### src/hdl/lpfs_pkg.sv
// Package of the LRU page frame stack: sizes, derived widths, width helpers.
// Depends on nothing; used by the interfaces, the top level and the checker.
package lpfs_pkg;

    localparam int FRAMES    = 8;
    localparam int PAGE_BITS = 16;

    // Fixed field widths of the channels
    localparam int PAGE_IN_W = 16;
    localparam int OCC_W     = 4;

    localparam int IDX_W = (FRAMES > 1) ? $clog2(FRAMES) : 1;
    localparam int CNT_W = $clog2(FRAMES + 1);
    localparam int CMP_W = CNT_W + 1;

    typedef logic [PAGE_BITS-1:0] page_t;
    typedef logic [IDX_W-1:0]     idx_t;
    typedef logic [CNT_W-1:0]     cnt_t;

    // Keep the low PAGE_BITS bits of an incoming page number
    function automatic page_t to_page(input logic [PAGE_IN_W-1:0] p);
        logic [63:0] w;
        w = 64'(p);
        return w[PAGE_BITS-1:0];
    endfunction

    // Fit a stored page into an output field
    function automatic logic [PAGE_IN_W-1:0] from_page(input page_t p);
        logic [63:0] w;
        w = 64'(p);
        return w[PAGE_IN_W-1:0];
    endfunction

    // Fit a count into the occupancy field
    function automatic logic [OCC_W-1:0] to_occ(input cnt_t c);
        logic [63:0] w;
        w = 64'(c);
        return w[OCC_W-1:0];
    endfunction

endpackage

### src/hdl/lpfs_in_if.sv
// Request channel of the LRU page frame stack: one page reference per transfer.
// Depends on lpfs_pkg for the field width.
interface lpfs_in_if;
    logic                           valid;
    logic                           ready;
    logic [lpfs_pkg::PAGE_IN_W-1:0] page_number;

    modport source (output valid, output page_number, input ready);
    modport sink   (input valid, input page_number, output ready);
endinterface

### src/hdl/lpfs_out_if.sv
// Result channel of the LRU page frame stack: one result per reference.
// Depends on lpfs_pkg for the field widths.
interface lpfs_out_if;
    logic                           valid;
    logic                           ready;
    logic                           hit;
    logic                           evicted_valid;
    logic [lpfs_pkg::PAGE_IN_W-1:0] evicted_page;
    logic [lpfs_pkg::OCC_W-1:0]     occupancy;
    logic [lpfs_pkg::PAGE_IN_W-1:0] lru_page;

    modport source (output valid, output hit, output evicted_valid, output evicted_page,
                    output occupancy, output lru_page, input ready);
    modport sink   (input valid, input hit, input evicted_valid, input evicted_page,
                    input occupancy, input lru_page, output ready);
endinterface

### src/hdl/lpfs_ram.sv
// Generic simple dual-port RAM: one write port, one read port, registered read.
// Depends on nothing.
module lpfs_ram #(
    parameter int WIDTH = 16,
    parameter int DEPTH = 8
) (
    input  logic                     clk,
    input  logic                     we,
    input  logic [$clog2(DEPTH)-1:0] waddr,
    input  logic [WIDTH-1:0]         wdata,
    input  logic [$clog2(DEPTH)-1:0] raddr,
    output logic [WIDTH-1:0]         rdata
);

    logic [WIDTH-1:0] mem [DEPTH];

    always_ff @(posedge clk)
    begin
        if (we)
        begin
            mem[waddr] <= wdata;
        end
        rdata <= mem[raddr];
    end

endmodule

### src/hdl/lru_page_frame_stack_top.sv
// LRU page frame stack over lpfs_pkg, lpfs_in_if, lpfs_out_if and lpfs_ram; slot 0 is least recent.
// IDLE takes a reference; SCAN reads slots upward from slot 0 until a match or the top;
// SHIFT slides the slots above a hit down, or on a miss on a full stack shifts FRAMES-1 slots;
// TOP writes the page and loads the result. One reference at a time: the next is taken only
// after the result loads, and TOP waits while a held result blocks the top write.
// Reset: asynchronous, active low; clears the count and control, slots stay undefined.
module lru_page_frame_stack_top (
    input  logic            clk,
    input  logic            rst_n,
    lpfs_in_if.sink         req,
    lpfs_out_if.source      rsp
);

    typedef enum logic [1:0] {
        IDLE,
        SCAN,
        SHIFT,
        TOP
    } state_t;

    // Control and result registers
    state_t                                 state_reg, state_next;
    lpfs_pkg::page_t                        page_reg, page_next;
    lpfs_pkg::cnt_t                         count_reg, count_next;
    lpfs_pkg::cnt_t                         new_count_reg, new_count_next;
    lpfs_pkg::page_t                        bottom_reg, bottom_next;
    lpfs_pkg::idx_t                         idx_reg, idx_next;
    lpfs_pkg::idx_t                         top_reg, top_next;
    logic                                   hit_reg, hit_next;
    logic                                   ev_valid_reg, ev_valid_next;
    lpfs_pkg::page_t                        ev_page_reg, ev_page_next;

    logic                                   out_valid_reg, out_valid_next;
    logic                                   out_hit_reg, out_hit_next;
    logic                                   out_ev_valid_reg, out_ev_valid_next;
    logic [lpfs_pkg::PAGE_IN_W-1:0]         out_ev_page_reg, out_ev_page_next;
    logic [lpfs_pkg::OCC_W-1:0]             out_occ_reg, out_occ_next;
    logic [lpfs_pkg::PAGE_IN_W-1:0]         out_lru_reg, out_lru_next;

    // RAM port signals
    logic                                   ram_we;
    lpfs_pkg::idx_t                         ram_waddr;
    lpfs_pkg::page_t                        ram_wdata;
    lpfs_pkg::idx_t                         ram_raddr;
    lpfs_pkg::page_t                        ram_rdata;

    // Scan and shift bookkeeping, compared in one extra bit so idx + 2 never wraps
    logic [lpfs_pkg::CMP_W-1:0]             cnt_ext;
    logic [lpfs_pkg::CMP_W-1:0]             idx_p1;
    logic [lpfs_pkg::CMP_W-1:0]             idx_p2;
    lpfs_pkg::cnt_t                         count_m1;
    logic                                   match;
    logic                                   last;
    logic                                   full;
    logic                                   out_free;

    lpfs_ram #(
        .WIDTH (lpfs_pkg::PAGE_BITS),
        .DEPTH (lpfs_pkg::FRAMES)
    ) u_stack_ram (
        .clk   (clk),
        .we    (ram_we),
        .waddr (ram_waddr),
        .wdata (ram_wdata),
        .raddr (ram_raddr),
        .rdata (ram_rdata)
    );

    assign cnt_ext  = lpfs_pkg::CMP_W'(count_reg);
    assign idx_p1   = lpfs_pkg::CMP_W'(idx_reg) + lpfs_pkg::CMP_W'(1);
    assign idx_p2   = lpfs_pkg::CMP_W'(idx_reg) + lpfs_pkg::CMP_W'(2);
    assign count_m1 = count_reg - lpfs_pkg::CNT_W'(1);
    // During SCAN the read data belongs to slot idx_reg
    assign match    = (ram_rdata == page_reg);
    assign last     = (idx_p1 >= cnt_ext);
    assign full     = (count_reg == lpfs_pkg::CNT_W'(lpfs_pkg::FRAMES));
    // The result register can take a new result this cycle
    assign out_free = !out_valid_reg || rsp.ready;

    assign req.ready         = (state_reg == IDLE);
    assign rsp.valid         = out_valid_reg;
    assign rsp.hit           = out_hit_reg;
    assign rsp.evicted_valid = out_ev_valid_reg;
    assign rsp.evicted_page  = out_ev_page_reg;
    assign rsp.occupancy     = out_occ_reg;
    assign rsp.lru_page      = out_lru_reg;

    always_comb
    begin
        state_next        = state_reg;
        page_next         = page_reg;
        count_next        = count_reg;
        new_count_next    = new_count_reg;
        bottom_next       = bottom_reg;
        idx_next          = idx_reg;
        top_next          = top_reg;
        hit_next          = hit_reg;
        ev_valid_next     = ev_valid_reg;
        ev_page_next      = ev_page_reg;

        out_valid_next    = out_valid_reg;
        out_hit_next      = out_hit_reg;
        out_ev_valid_next = out_ev_valid_reg;
        out_ev_page_next  = out_ev_page_reg;
        out_occ_next      = out_occ_reg;
        out_lru_next      = out_lru_reg;

        // Default read: the slot after the current index, which both SCAN and
        // a SHIFT entered on a hit need next
        ram_we    = 1'b0;
        ram_waddr = idx_reg;
        ram_wdata = ram_rdata;
        ram_raddr = idx_p1[lpfs_pkg::IDX_W-1:0];

        // Drop the held result once the sink takes it
        if (out_valid_reg && rsp.ready)
        begin
            out_valid_next = 1'b0;
        end

        case (state_reg)
            IDLE:
            begin
                ram_raddr = '0;
                if (req.valid)
                begin
                    page_next     = lpfs_pkg::to_page(req.page_number);
                    idx_next      = '0;
                    hit_next      = 1'b0;
                    ev_valid_next = 1'b0;
                    ev_page_next  = '0;
                    if (count_reg == '0)
                    begin
                        // Empty stack: push straight into slot 0
                        top_next       = '0;
                        new_count_next = lpfs_pkg::CNT_W'(1);
                        state_next     = TOP;
                    end
                    else
                    begin
                        state_next = SCAN;
                    end
                end
            end

            SCAN:
            begin
                if (match)
                begin
                    hit_next       = 1'b1;
                    new_count_next = count_reg;
                    if (last)
                    begin
                        // Already on top: rewrite it in place
                        top_next   = count_m1[lpfs_pkg::IDX_W-1:0];
                        state_next = TOP;
                    end
                    else
                    begin
                        // Slide the slots above the hit down, starting at idx_reg
                        state_next = SHIFT;
                    end
                end
                else if (last)
                begin
                    hit_next = 1'b0;
                    if (full)
                    begin
                        // Evict the bottom and slide everything down from slot 0
                        ev_valid_next  = 1'b1;
                        ev_page_next   = bottom_reg;
                        new_count_next = count_reg;
                        idx_next       = '0;
                        ram_raddr      = lpfs_pkg::IDX_W'(1);
                        state_next     = SHIFT;
                    end
                    else
                    begin
                        top_next       = count_reg[lpfs_pkg::IDX_W-1:0];
                        new_count_next = count_reg + lpfs_pkg::CNT_W'(1);
                        state_next     = TOP;
                    end
                end
                else
                begin
                    idx_next = idx_p1[lpfs_pkg::IDX_W-1:0];
                end
            end

            SHIFT:
            begin
                // Read data is slot idx_reg + 1; move it down one place
                ram_we    = 1'b1;
                ram_waddr = idx_reg;
                ram_wdata = ram_rdata;
                ram_raddr = idx_p2[lpfs_pkg::IDX_W-1:0];
                if (idx_reg == '0)
                begin
                    bottom_next = ram_rdata;
                end
                if (idx_p2 < cnt_ext)
                begin
                    idx_next = idx_p1[lpfs_pkg::IDX_W-1:0];
                end
                else
                begin
                    top_next   = count_m1[lpfs_pkg::IDX_W-1:0];
                    state_next = TOP;
                end
            end

            TOP:
            begin
                // Hold here until the result register is free
                if (out_free)
                begin
                    ram_we            = 1'b1;
                    ram_waddr         = top_reg;
                    ram_wdata         = page_reg;
                    count_next        = new_count_reg;
                    out_valid_next    = 1'b1;
                    out_hit_next      = hit_reg;
                    out_ev_valid_next = ev_valid_reg;
                    out_ev_page_next  = lpfs_pkg::from_page(ev_page_reg);
                    out_occ_next      = lpfs_pkg::to_occ(new_count_reg);
                    if (top_reg == '0)
                    begin
                        bottom_next  = page_reg;
                        out_lru_next = lpfs_pkg::from_page(page_reg);
                    end
                    else
                    begin
                        out_lru_next = lpfs_pkg::from_page(bottom_reg);
                    end
                    state_next = IDLE;
                end
            end

            default:
            begin
                state_next = IDLE;
            end
        endcase
    end

    always_ff @(posedge clk or negedge rst_n)
    begin
        if (!rst_n)
        begin
            state_reg     <= IDLE;
            count_reg     <= '0;
            out_valid_reg <= 1'b0;
        end
        else
        begin
            state_reg     <= state_next;
            count_reg     <= count_next;
            out_valid_reg <= out_valid_next;
        end
    end

    // Payload and working registers need no reset
    always_ff @(posedge clk)
    begin
        page_reg         <= page_next;
        new_count_reg    <= new_count_next;
        bottom_reg       <= bottom_next;
        idx_reg          <= idx_next;
        top_reg          <= top_next;
        hit_reg          <= hit_next;
        ev_valid_reg     <= ev_valid_next;
        ev_page_reg      <= ev_page_next;
        out_hit_reg      <= out_hit_next;
        out_ev_valid_reg <= out_ev_valid_next;
        out_ev_page_reg  <= out_ev_page_next;
        out_occ_reg      <= out_occ_next;
        out_lru_reg      <= out_lru_next;
    end

endmodule

### src/flat_wrapper.sv
// flat-port wrapper written by rule: the top's interface ports become plain ports
module lru_page_frame_stack_top_flat 
  (clk, rst_n, req_valid, req_page_number, req_ready, rsp_valid, rsp_hit, rsp_evicted_valid, rsp_evicted_page, rsp_occupancy, rsp_lru_page, rsp_ready);
  lpfs_in_if req_i ();
  lpfs_out_if rsp_i ();
  input  logic clk;
  input  logic rst_n;
  input wire logic [$bits(req_i.valid)-1:0] req_valid;
  input wire logic [$bits(req_i.page_number)-1:0] req_page_number;
  output wire logic [$bits(req_i.ready)-1:0] req_ready;
  output wire logic [$bits(rsp_i.valid)-1:0] rsp_valid;
  output wire logic [$bits(rsp_i.hit)-1:0] rsp_hit;
  output wire logic [$bits(rsp_i.evicted_valid)-1:0] rsp_evicted_valid;
  output wire logic [$bits(rsp_i.evicted_page)-1:0] rsp_evicted_page;
  output wire logic [$bits(rsp_i.occupancy)-1:0] rsp_occupancy;
  output wire logic [$bits(rsp_i.lru_page)-1:0] rsp_lru_page;
  input wire logic [$bits(rsp_i.ready)-1:0] rsp_ready;
  assign req_i.valid = req_valid;
  assign req_i.page_number = req_page_number;
  assign req_ready = req_i.ready;
  assign rsp_valid = rsp_i.valid;
  assign rsp_hit = rsp_i.hit;
  assign rsp_evicted_valid = rsp_i.evicted_valid;
  assign rsp_evicted_page = rsp_i.evicted_page;
  assign rsp_occupancy = rsp_i.occupancy;
  assign rsp_lru_page = rsp_i.lru_page;
  assign rsp_i.ready = rsp_ready;
  lru_page_frame_stack_top u_core (.clk(clk), .rst_n(rst_n), .req(req_i), .rsp(rsp_i));
endmodule
### config.mk
export PLATFORM = sky130hd
export DESIGN_NAME = lru_page_frame_stack_top_flat
export DESIGN_NICKNAME = d
export VERILOG_FILES = /design/src/hdl/lpfs_pkg.sv /design/src/hdl/lpfs_in_if.sv /design/src/hdl/lpfs_out_if.sv /design/src/hdl/lpfs_ram.sv /design/src/hdl/lru_page_frame_stack_top.sv /design/src/flat_wrapper.sv
export SDC_FILE = /design/constraint.sdc
export NUM_CORES = 1
export LEC_CHECK = 0
export ABC_CLOCK_PERIOD_IN_PS = 4800
export BUFFER_PORTS_ARGS = -buffer_cell sky130_fd_sc_hd__buf_2
export CELL_PAD_IN_SITES_DETAIL_PLACEMENT = 1
export CELL_PAD_IN_SITES_GLOBAL_PLACEMENT = 1
export CORE_MARGIN = 2
export CORE_UTILIZATION = 30
export CTS_BUF_LIST = sky130_fd_sc_hd__clkbuf_16
export CTS_CLUSTER_DIAMETER = 200
export DETAILED_ROUTE_END_ITERATION = 10
export PLACE_DENSITY = 0.51
export SYNTH_ARGS = -nofsm -noshare
export SYNTH_HDL_FRONTEND = slang
export SYNTH_HIERARCHICAL = 1
export SYNTH_SLANG_ARGS = --single-unit
export TNS_END_PERCENT = 100
### constraint.sdc
create_clock -name clk -period 4.8 [get_ports clk]
set_clock_uncertainty 0.05 [all_clocks]
set_input_delay 0.24 -clock clk [delete_from_list [all_inputs] [get_ports clk]]
set_output_delay 0.24 -clock clk [all_outputs]
set_load 0.005 [all_outputs]
Word level (Yosys, flattened, before mapping)

Memory sizes are Yosys's and may differ from the RTL's. A register that Yosys moved wholly into a read port is not among the register bits.
Index checks and enable logic that the tools add are counted.

Register bits: 105
Bits in writable memories: 128
Output and inout bits: 40
Logic and storage cells: 120
Memories: 1

$add $sub $neg: 4
Magnitude comparators: 2
Eq/ne operators: 17
Muxes and demuxes: 61
Reduce and logical (&&, ||, !) cells: 19

Memories:

| memory                 | words | bits a word | read ports | clocked after Yosys merged registers in | write ports | RTL line       | source |
|---|---|---|---|---|---|---|---|
| u_core.u_stack_ram.mem | 8     | 16          | 1          | 1                                       | 1           | lpfs_ram.sv:15 | `logic [WIDTH-1:0] mem [DEPTH];` |

Operators by type and width:

| kind                                          | number |
|---|---|
| two-way mux 16 bit                            | 9 |
| one-hot mux 16 bit (2 select lines)           | 2 |
| two-way mux 3 bit                             | 17 |
| one-hot mux 3 bit (3 select lines)            | 3 |
| two-way mux 4 bit                             | 5 |
| equality test 16 bit                          | 1 |
| two-way mux 1 bit                             | 14 |
| two-way mux 2 bit                             | 6 |
| != test 2 x 1 -> 1 bit, second input constant | 6 |
| AND reduction 5 bit                           | 2 |
| one-hot mux 2 bit (4 select lines)            | 1 |
| one-hot mux 4 bit (2 select lines)            | 1 |
| AND reduction 4 bit                           | 2 |
| zero test 3 bit                               | 2 |
| != test 2 bit, second input constant          | 3 |
| one-hot mux 1 bit (2 select lines)            | 3 |
| AND reduction 3 bit                           | 2 |
| AND reduction 6 bit                           | 1 |
| adder 3 x 1 -> 4 bit, second input constant   | 1 |
| adder 3 x 2 -> 4 bit, second input constant   | 1 |
| adder 4 x 1 -> 4 bit, second input constant   | 1 |
| equality test 2 bit, second input constant    | 2 |
| equality test 4 bit, second input constant    | 1 |
| >= comparator 4 bit                           | 1 |
| 14 further kinds                              | 16 |

Depth between registers and ports, before layout

Gate-level depths: netlist (run 1).

Depth in word-level cells: 6
Depth in mapped cells: 12
Depth with buffers taken out: 11

Modules after synthesis

The synthesis (run 1) kept the hierarchy.

By module, submodules not included:

| module                   | instances | cells an instance | area each (um2) | seq. area each (um2) |
|---|---|---|---|---|
| lpfs_ram                 | 1         | 214               | 5,293.8         | 4,164.0 |
| lru_page_frame_stack_top | 1         | 333               | 4,917.2         | 3,118.0 |

Worst setup path after synthesis (run 1)

Ideal clock, no wire load.

Path type: flip-flop to flip-flop
From: reg u_core.state_reg[1]
To: mem u_core.u_stack_ram.mem[4][0] (enable)
Data arrival time: 3.862 ns
Data required time: 4.341 ns
Path slack: 0.478 ns
Cell stages (with the launch flop): 7
Path buffers: 1
Period minus slack after synthesis: 4.322 ns
Path through: dfrtp_1 ha_1 nand2_1 inv_1 clkbuf_1 o21ai_0 nor3_1

Elaborated cells between the ends (all ways): 6

RTL lines:

| element                  | RTL line                        | source |
|---|---|---|
| start: declaration       | lru_page_frame_stack_top.sv:22  | `state_t state_reg, state_next;` |
| start signal: assignment | lru_page_frame_stack_top.sv:256 | `state_reg <= state_next;` |
| equality test 2 bit      | n/a                             |  |
| two-way mux 3 bit        | lru_page_frame_stack_top.sv:121 | `case (state_reg)` |
| via u_core.ram_waddr[0]  | lru_page_frame_stack_top.sv:42  | `lpfs_pkg::idx_t ram_waddr;` |
| end: declaration         | lpfs_ram.sv:15                  |  |

The timed path passes the listed nets, and every way through them passes these cells.

Worst setup path in the final report (run 1)

From: reg u_core.idx_reg[0]
To: reg u_core.u_stack_ram.rdata[6] (read register of u_core.u_stack_ram.mem)

Cells in the longest elaborated chain, start to end: 5
Elaborated cells between the ends (all ways): 7

RTL lines:

| element                                                         | RTL line                                                        | source |
|---|---|---|
| start: declaration                                              | lru_page_frame_stack_top.sv:27                                  | `lpfs_pkg::idx_t idx_reg, idx_next;` |
| start signal: assignment                                        | lru_page_frame_stack_top.sv:268                                 | `idx_reg <= idx_next;` |
| adder 3 x 1 -> 4 bit                                            | lru_page_frame_stack_top.sv:70                                  | `assign idx_p1 = lpfs_pkg::CMP_W'(idx_reg) + lpfs_pkg::CMP_W'(1);` |
| >= comparator 4 bit / two-way mux 3 bit (equally long branches) | lru_page_frame_stack_top.sv:75, lru_page_frame_stack_top.sv:167 |  |
| two-way mux 3 bit                                               | lru_page_frame_stack_top.sv:164                                 | `else if (last)` |
| two-way mux 3 bit                                               | lru_page_frame_stack_top.sv:148                                 | `if (match)` |
| one-hot mux 3 bit (3 select lines) (*)                          | lru_page_frame_stack_top.sv:121                                 |  |
| via u_core.ram_raddr[0]                                         | lru_page_frame_stack_top.sv:44                                  | `lpfs_pkg::idx_t ram_raddr;` |
| end: declaration                                                | lpfs_ram.sv:12                                                  | `output logic [WIDTH-1:0] rdata` |

The timed path passes the listed nets; every way through them passes the cells marked *.
A chain may end at the register's enable or synchronous reset.

==> results of run 1 <==
==> cell families after synthesis <==
| logic type | after synthesis | share of synthesized area, % |
|---|---|---|
| compound gates | 41 | 2.586 |
| xor+xnor | 18 | 1.544 |
| fa+ha+maj | 18 | 2.206 |
| buf+inv | 32 | 1.507 |
| flops | 249 | 71.31 |
| mux | 100 | 15.55 |
| simple gates | 89 | 5.294 |
==> path summary, 6_finish.rpt <==
kind | startpoint | end | slack, ns | cells after the start
worst max-delay path | u_core/idx_reg[0] | u_core/u_stack_ram/rdata[6] | 0.91 | 11
worst max register to register | u_core/idx_reg[0] | u_core/u_stack_ram/rdata[6] | 0.91 | 11
worst min-delay path | rst_n | u_core/count_reg[2] | 0.05 | 2
max in group asynchronous | rst_n | u_core/state_reg[1] | 4.46 | 2
min in group clk | req_valid | u_core/hit_reg | 0.31 | 3
worst min register to register | u_core/ev_page_reg[2] | u_core/rsp.evicted_page[2] | 0.37 | 0
==> cell type report <==
class	instances	area, um2	area share (%)
Inverter	13	48.80	0.4023
Clock buffer	26	650.6	5.364
Multi-Input combinational cell	266	2811	23.18
Timing Repair Buffer	95	610.6	5.034
Clock inverter	22	165.2	1.362
Sequential cell	249	7282	60.04
Tap cell	448	560.5	4.621
==> cells in the mapped netlist, types with 3 or more instances <==
master    number  area share (%)
edfxtp_1     226              66
xor2_1        16             1.4
inv_1         13            0.48
mux2_2        65             7.2
nor4_4         4            0.83
nor3_1         5            0.25
clkbuf_1       9            0.33
nand2_1       14            0.51
buf_1          3            0.11
buf_6          4            0.44
mux4_1        28             7.2
mux4_2         4            0.88
ha_1          18             2.2
dfrtp_1        7             1.7
mux2i_1        3            0.29
nand2b_1       7            0.43
nor2_1        24            0.88
and2_1        18             1.1
dfxtp_1       16             3.1
o21ai_0       11            0.54
a21oi_1       10            0.49
and3_1         3            0.18
a211oi_1       3            0.22
nor2b_1        6            0.37
==> routing by layer <==
layer  vias to the layer above  share of wire (%)  track usage (%)
li1                       2374                  -                -
met1                      2660                 44            17.13
met2                       108                 49            22.09
met3                        37                4.3            2.384
met4                         0                2.7            4.808
met5                         -                  0                0
==> power by group <==
part           total, mW  leakage [nW]  internal (mW)  switching [mW]
clock               1.90         0.422           1.09           0.812
combinational       3.27          1.53           1.46            1.82
sequential          3.78          2.30           3.46           0.322
==> per-stage QoR <==
step | instances | setup WS [ns]
after CTS | 1119 | 0.8806
after detailed placement | 1053 | 0.9011
after global routing | 1119 | 0.6891
after global placement | 1053 | 1.007
final | 1119 | 0.9124
after floorplan | 547 | 0.4784
==> critical path: stages (launching register included) <==
cell	delay [ns]
edfxtp_1	0.52
inv_1	0.15
ha_1	0.34
ha_1	0.28
a21boi_1	0.17
o211a_1	0.17
a211oi_2	0.06
nand3b_1	0.30
a221oi_4	0.27
buf_4	0.52
mux4_1	0.64
mux2_2	0.28
==> results.ini, run 1 <==
[final_layout]
synthToLayoutAreaGrowth_pct=18.78
final_cell_mix=226 x edfxtp_1, 65 x mux2_2, 59 x buf_2
layout_commonest_cell=edfxtp_1
largest_reg_flops=128
fillers=3366
final_util_pct=36.17
regMostFlops=u_core/u_stack_ram/mem
final_area_um2=12130
fin_nets=689
antenna_cells=0
drive_above_1_share_pct=29.21

[cts]
root_buffer=clkbuf_16
postCtsSetupBuffers=0
clk_pin_slew_worst_paths_ns=0.06
ctsHoldBuffers=18
clock_latency_ns=0.54
cts_repair_resize_count=0
cts_tree=built
cts.sinks=249
clockBufferDepth=3
cts_max_level=1
cts_buffers=26

[setup_path]
startpoint_type=flip-flop
end_kind=flip-flop
cp.arrival_ns=4.26
crit_type=reg2reg
cp.required_ns=5.17
worstPathMaxFanout=32

[floorplanning]
initial_utilization_pct=30.45
die-width_um=188.5
rows=67
die_area_um2=35530
die_h_um=188.5
ioPinCount=60
core_um2=33530

[synthesis]
synth-seq-area-share_pct=71.31
ys_types=50
yosysWarningCount=6
yosys_most_used_dff=edfxtp_1
avgSynthCellArea_um2=18.67
syn_area_um2=10210
synth_edf_count=226
async_reset_ff_share_pct=2.811
synth_nets=585
synth-seq-cells=249
syn_inst=547

[route]
wl_um=23000
num_vias=5179
dr.first_iter.drc_count=331
final_antenna_net_count=0
wire_per_inst_um=20.55
dr.pass1.iters=4
drt-vias-per-instance=4.628
drc_errors=0

[timing]
drv_slew=0
rsz0062_at_grt=no
post-route-period-util_pct=80.99
max_freq_mhz=257.2
hold_ws_ns=0.05310
finalSetupViolCount=0
period_minus_slack_ns=3.888
tightest_slew_ns=0.9343
slew-limit-headroom_pct=37.71
fin_tns_setup_ns=0
finalHoldViolations=0

[place]
placed_cell_area_um2=11130
port_buffers=59
dp_hpwl_um=14640
place_congestion=0.7618

[power_and_ir_drop]
leakage_nw=4.253
totalPowerFinal_mw=8.958
vdd_drop_max_v=0.0003933
power.density_nw_per_um2=738.5

[job]
drv_cap=0

[grt]
grt_pass1_vias=5634
overflow=0
antenna_found_initial=0
grt_max_degree=42
track_usage_pct=13.19
grt_pass1_wl_um=35250

[hold_path]
worstHoldPathType=in2async

[run_status]
status=complete, no violations

Power figures use the tool's default switching activity.
==> run 2, diff against run 1 <==
--- a/config.mk
+++ b/config.mk
@@ -5,7 +5,7 @@
 export SDC_FILE = /design/constraint.sdc
 export NUM_CORES = 1
 export LEC_CHECK = 0
-export ABC_CLOCK_PERIOD_IN_PS = 4800
+export ABC_CLOCK_PERIOD_IN_PS = 3500
 export BUFFER_PORTS_ARGS = -buffer_cell sky130_fd_sc_hd__buf_2
 export CELL_PAD_IN_SITES_DETAIL_PLACEMENT = 1
 export CELL_PAD_IN_SITES_GLOBAL_PLACEMENT = 1
@@ -14,7 +14,7 @@
 export CTS_BUF_LIST = sky130_fd_sc_hd__clkbuf_16
 export CTS_CLUSTER_DIAMETER = 200
 export DETAILED_ROUTE_END_ITERATION = 10
-export PLACE_DENSITY = 0.51
+export PLACE_DENSITY = 0.53
 export SYNTH_ARGS = -nofsm -noshare
 export SYNTH_HDL_FRONTEND = slang
 export SYNTH_HIERARCHICAL = 1
==> constraint.sdc (replaced) <==
create_clock -name clk -period 3.5 [get_ports clk]
set_clock_uncertainty 0.05 [all_clocks]
set_input_delay 0.175 -clock clk [delete_from_list [all_inputs] [get_ports clk]]
set_output_delay 0.175 -clock clk [all_outputs]
set_load 0.005 [all_outputs]
==> run 2 against run 1 <==
Register-to-register slack lost 0.77 ns. Non-clock buffer count grew 16. Global-route usage shrank 0.31 points. Final cell count grew 1.5%. Largest power group unchanged. Design area grew 2.6%. First-iteration DRC count shrank 16%. Power grew 45%. Combinational power grew 51%. Worst setup slack lost 0.77 ns. Highest routed layer unchanged. Count of clock-buffer cells in the layout grew 1.
==> results.ini, run 2 (synthesis results as in run 1) <==
[grt]
track_usage_pct=12.88  ; -0.31 points
grt_pass1_vias=5652  ; +0.32%
grt_pass1_wl_um=34730  ; -1.5%
grt_max_degree=34  ; -19%
antenna_found_initial=0  ; unchanged
overflow=0  ; unchanged

[run_status]
status=complete, no violations

[final_layout]
multiInputGateArea_um2=2824  ; +0.44%
regMostFlops=u_core/u_stack_ram/mem
layout_commonest_cell=edfxtp_1
synthToLayoutAreaGrowth_pct=21.90
final_util_pct=37.12  ; +0.95 points
fillers=3326  ; -1.2%
seq_area_um2=7282  ; unchanged
final_cell_mix=226 x edfxtp_1, 65 x mux2_2, 59 x buf_2
largest_reg_flops=128  ; unchanged
drive_above_1_share_pct=32.27  ; +3.1 points
antenna_cells=0  ; unchanged
fin_nets=706  ; +2.5%

[floorplanning]
ioPinCount=60  ; unchanged
die_h_um=188.5  ; unchanged
die-width_um=188.5  ; unchanged
rows=67  ; unchanged
initial_utilization_pct=30.45  ; unchanged
die_area_um2=35530  ; unchanged
core_um2=33530  ; unchanged

[setup_path]
critPathBufInv=3  ; +1
crit_type=reg2reg
slowest_delay_ns=0.56  ; -0.08 ns
worstPathMaxFanout=8  ; -75%
cp.required_ns=3.89  ; -1.28 ns
cp_cell_sequence=inv_2 > ha_4 > ha_1 > a21boi_1 > o211a_1 > a211oi_2 > nand3b_1 > a221oi_4 > buf_12 > clkbuf_16 > mux4_1 > mux2_2
cp.arrival_ns=3.75  ; -0.51 ns
path_delay_family=multiplexers
startpoint_type=flip-flop
slowest_stage=mux4_1
end_kind=flip-flop

[timing]
drv_slew=0  ; unchanged
max_freq_mhz=297.7  ; +16%
finalSetupViolCount=0  ; unchanged
fin_tns_setup_ns=0  ; unchanged
post-route-period-util_pct=95.98  ; +15 points
tightest_slew_ns=0.9198  ; -0.01449 ns
slew-limit-headroom_pct=38.68  ; +0.97 points
setup_slack_ns=0.1407  ; -0.7717 ns
period_minus_slack_ns=3.359  ; -0.5283 ns
finalHoldViolations=0  ; unchanged

[place]
port_buffers=59  ; unchanged
place_congestion=0.7704  ; +1.1%
dp_hpwl_um=14660  ; +0.20%
pre_cts_ws_ns=0.1181  ; -0.7830 ns

[cts]
cts.sinks=249  ; unchanged
root_buffer=clkbuf_16
cts_buffers=27  ; +3.8%
clock_latency_ns=0.55  ; about the same
clockBufferDepth=3  ; unchanged
cts_tree=built
cts_max_level=1  ; unchanged
clk_pin_slew_worst_paths_ns=0.06  ; about the same

[power_and_ir_drop]
leakage_nw=4.393  ; +3.3%
vdd_drop_max_v=0.0004468  ; +14%
power.density_nw_per_um2=1047  ; +42%
totalPowerFinal_mw=13.03  ; +45%

[route]
drc_errors=0  ; unchanged
wire_per_inst_um=20.52  ; -0.16%
final_antenna_net_count=0  ; unchanged
dr.first_iter.drc_count=278  ; -16%
num_vias=5270  ; +1.8%
drt-vias-per-instance=4.639  ; +0.23%
dr.pass1.iters=4  ; unchanged
wl_um=23310  ; +1.4%

[hold_path]
worstHoldPathType=in2reg

[job]
drv_cap=0  ; unchanged

==> run 2: layer usage <==
metal	vias to the layer above	global-route usage [%]	wire (um)
met3	31	2.459	963
met4	0	3.726	517
met1	2729	16.35	10190
met5	-	0	0
met2	108	22.37	11640
li1	2402	-	-
==> run 2: worst register-to-register path: cells and delay by family (launching register included) <==
| kind | cells | cell delay (ns) |
|---|---|---|
| muxes | 2 | 0.84 |
| DFF | 1 | 0.46 |
| and+or+nand+nor | 1 | 0.22 |
| buffers and inverters | 3 | 0.49 |
| AOI/OAI and AO/OA | 4 | 0.71 |
| adders and majority gates | 2 | 0.49 |
==> run 2: what timing repair did <==
item                                    4_1_cts  5_1_grt
endpoints found under the hold margin        24        0
hold buffers                                 19        0
gates resized for setup                       0        7
setup buffers                                 0        6
endpoints found under the setup margin        0       15
==> run 2: stage by stage <==
step	std cells	hold WS, ns	cell area, um2
2_1_floorplan	547	-0.1706	10220
3_3_place_gp	1059	-0.01698	11220
3_5_place_dp	1059	-0.01571	11220
4_1_cts	1127	0.1562	12310
5_1_grt	1136	0.2447	12450
6_report	1136	0.1815	12450
==> run 2: power by group <==
group / leakage [nW] / internal (mW) / switching [mW] / total [mW]
clock: 0.457 / 1.71 / 1.18 / 2.88
combinational: 1.64 / 2.35 / 2.59 / 4.95
sequential: 2.30 / 4.74 / 0.452 / 5.19
total: 4.39 / 8.80 / 4.22 / 13.0
==> run 2: path summary, 6_finish.rpt <==
check / start / end / slack (ns) / depth (start not counted)
max: u_core/idx_reg[0] / u_core/u_stack_ram/rdata[11] / 0.14 / 12
min: req_valid / u_core/hit_reg / 0.18 / 3
max reg2reg: u_core/idx_reg[0] / u_core/u_stack_ram/rdata[11] / 0.14 / 12
min reg2reg: u_core/ev_page_reg[1] / u_core/rsp.evicted_page[1] / 0.37 / 0
max in group asynchronous: rst_n / u_core/rsp.valid / 2.55 / 3
min in group asynchronous: rst_n / u_core/count_reg[1] / 0.56 / 3
==> run 2: layout make-up <==
type                       instances  area share [%]
clock buffer                      27           5.428
sequential                       249           58.50
clock inverter                    22           1.819
tap                              448           4.503
inverter                          13          0.3920
multi-input combinational        266           22.69
timing repair buffer             111           6.665
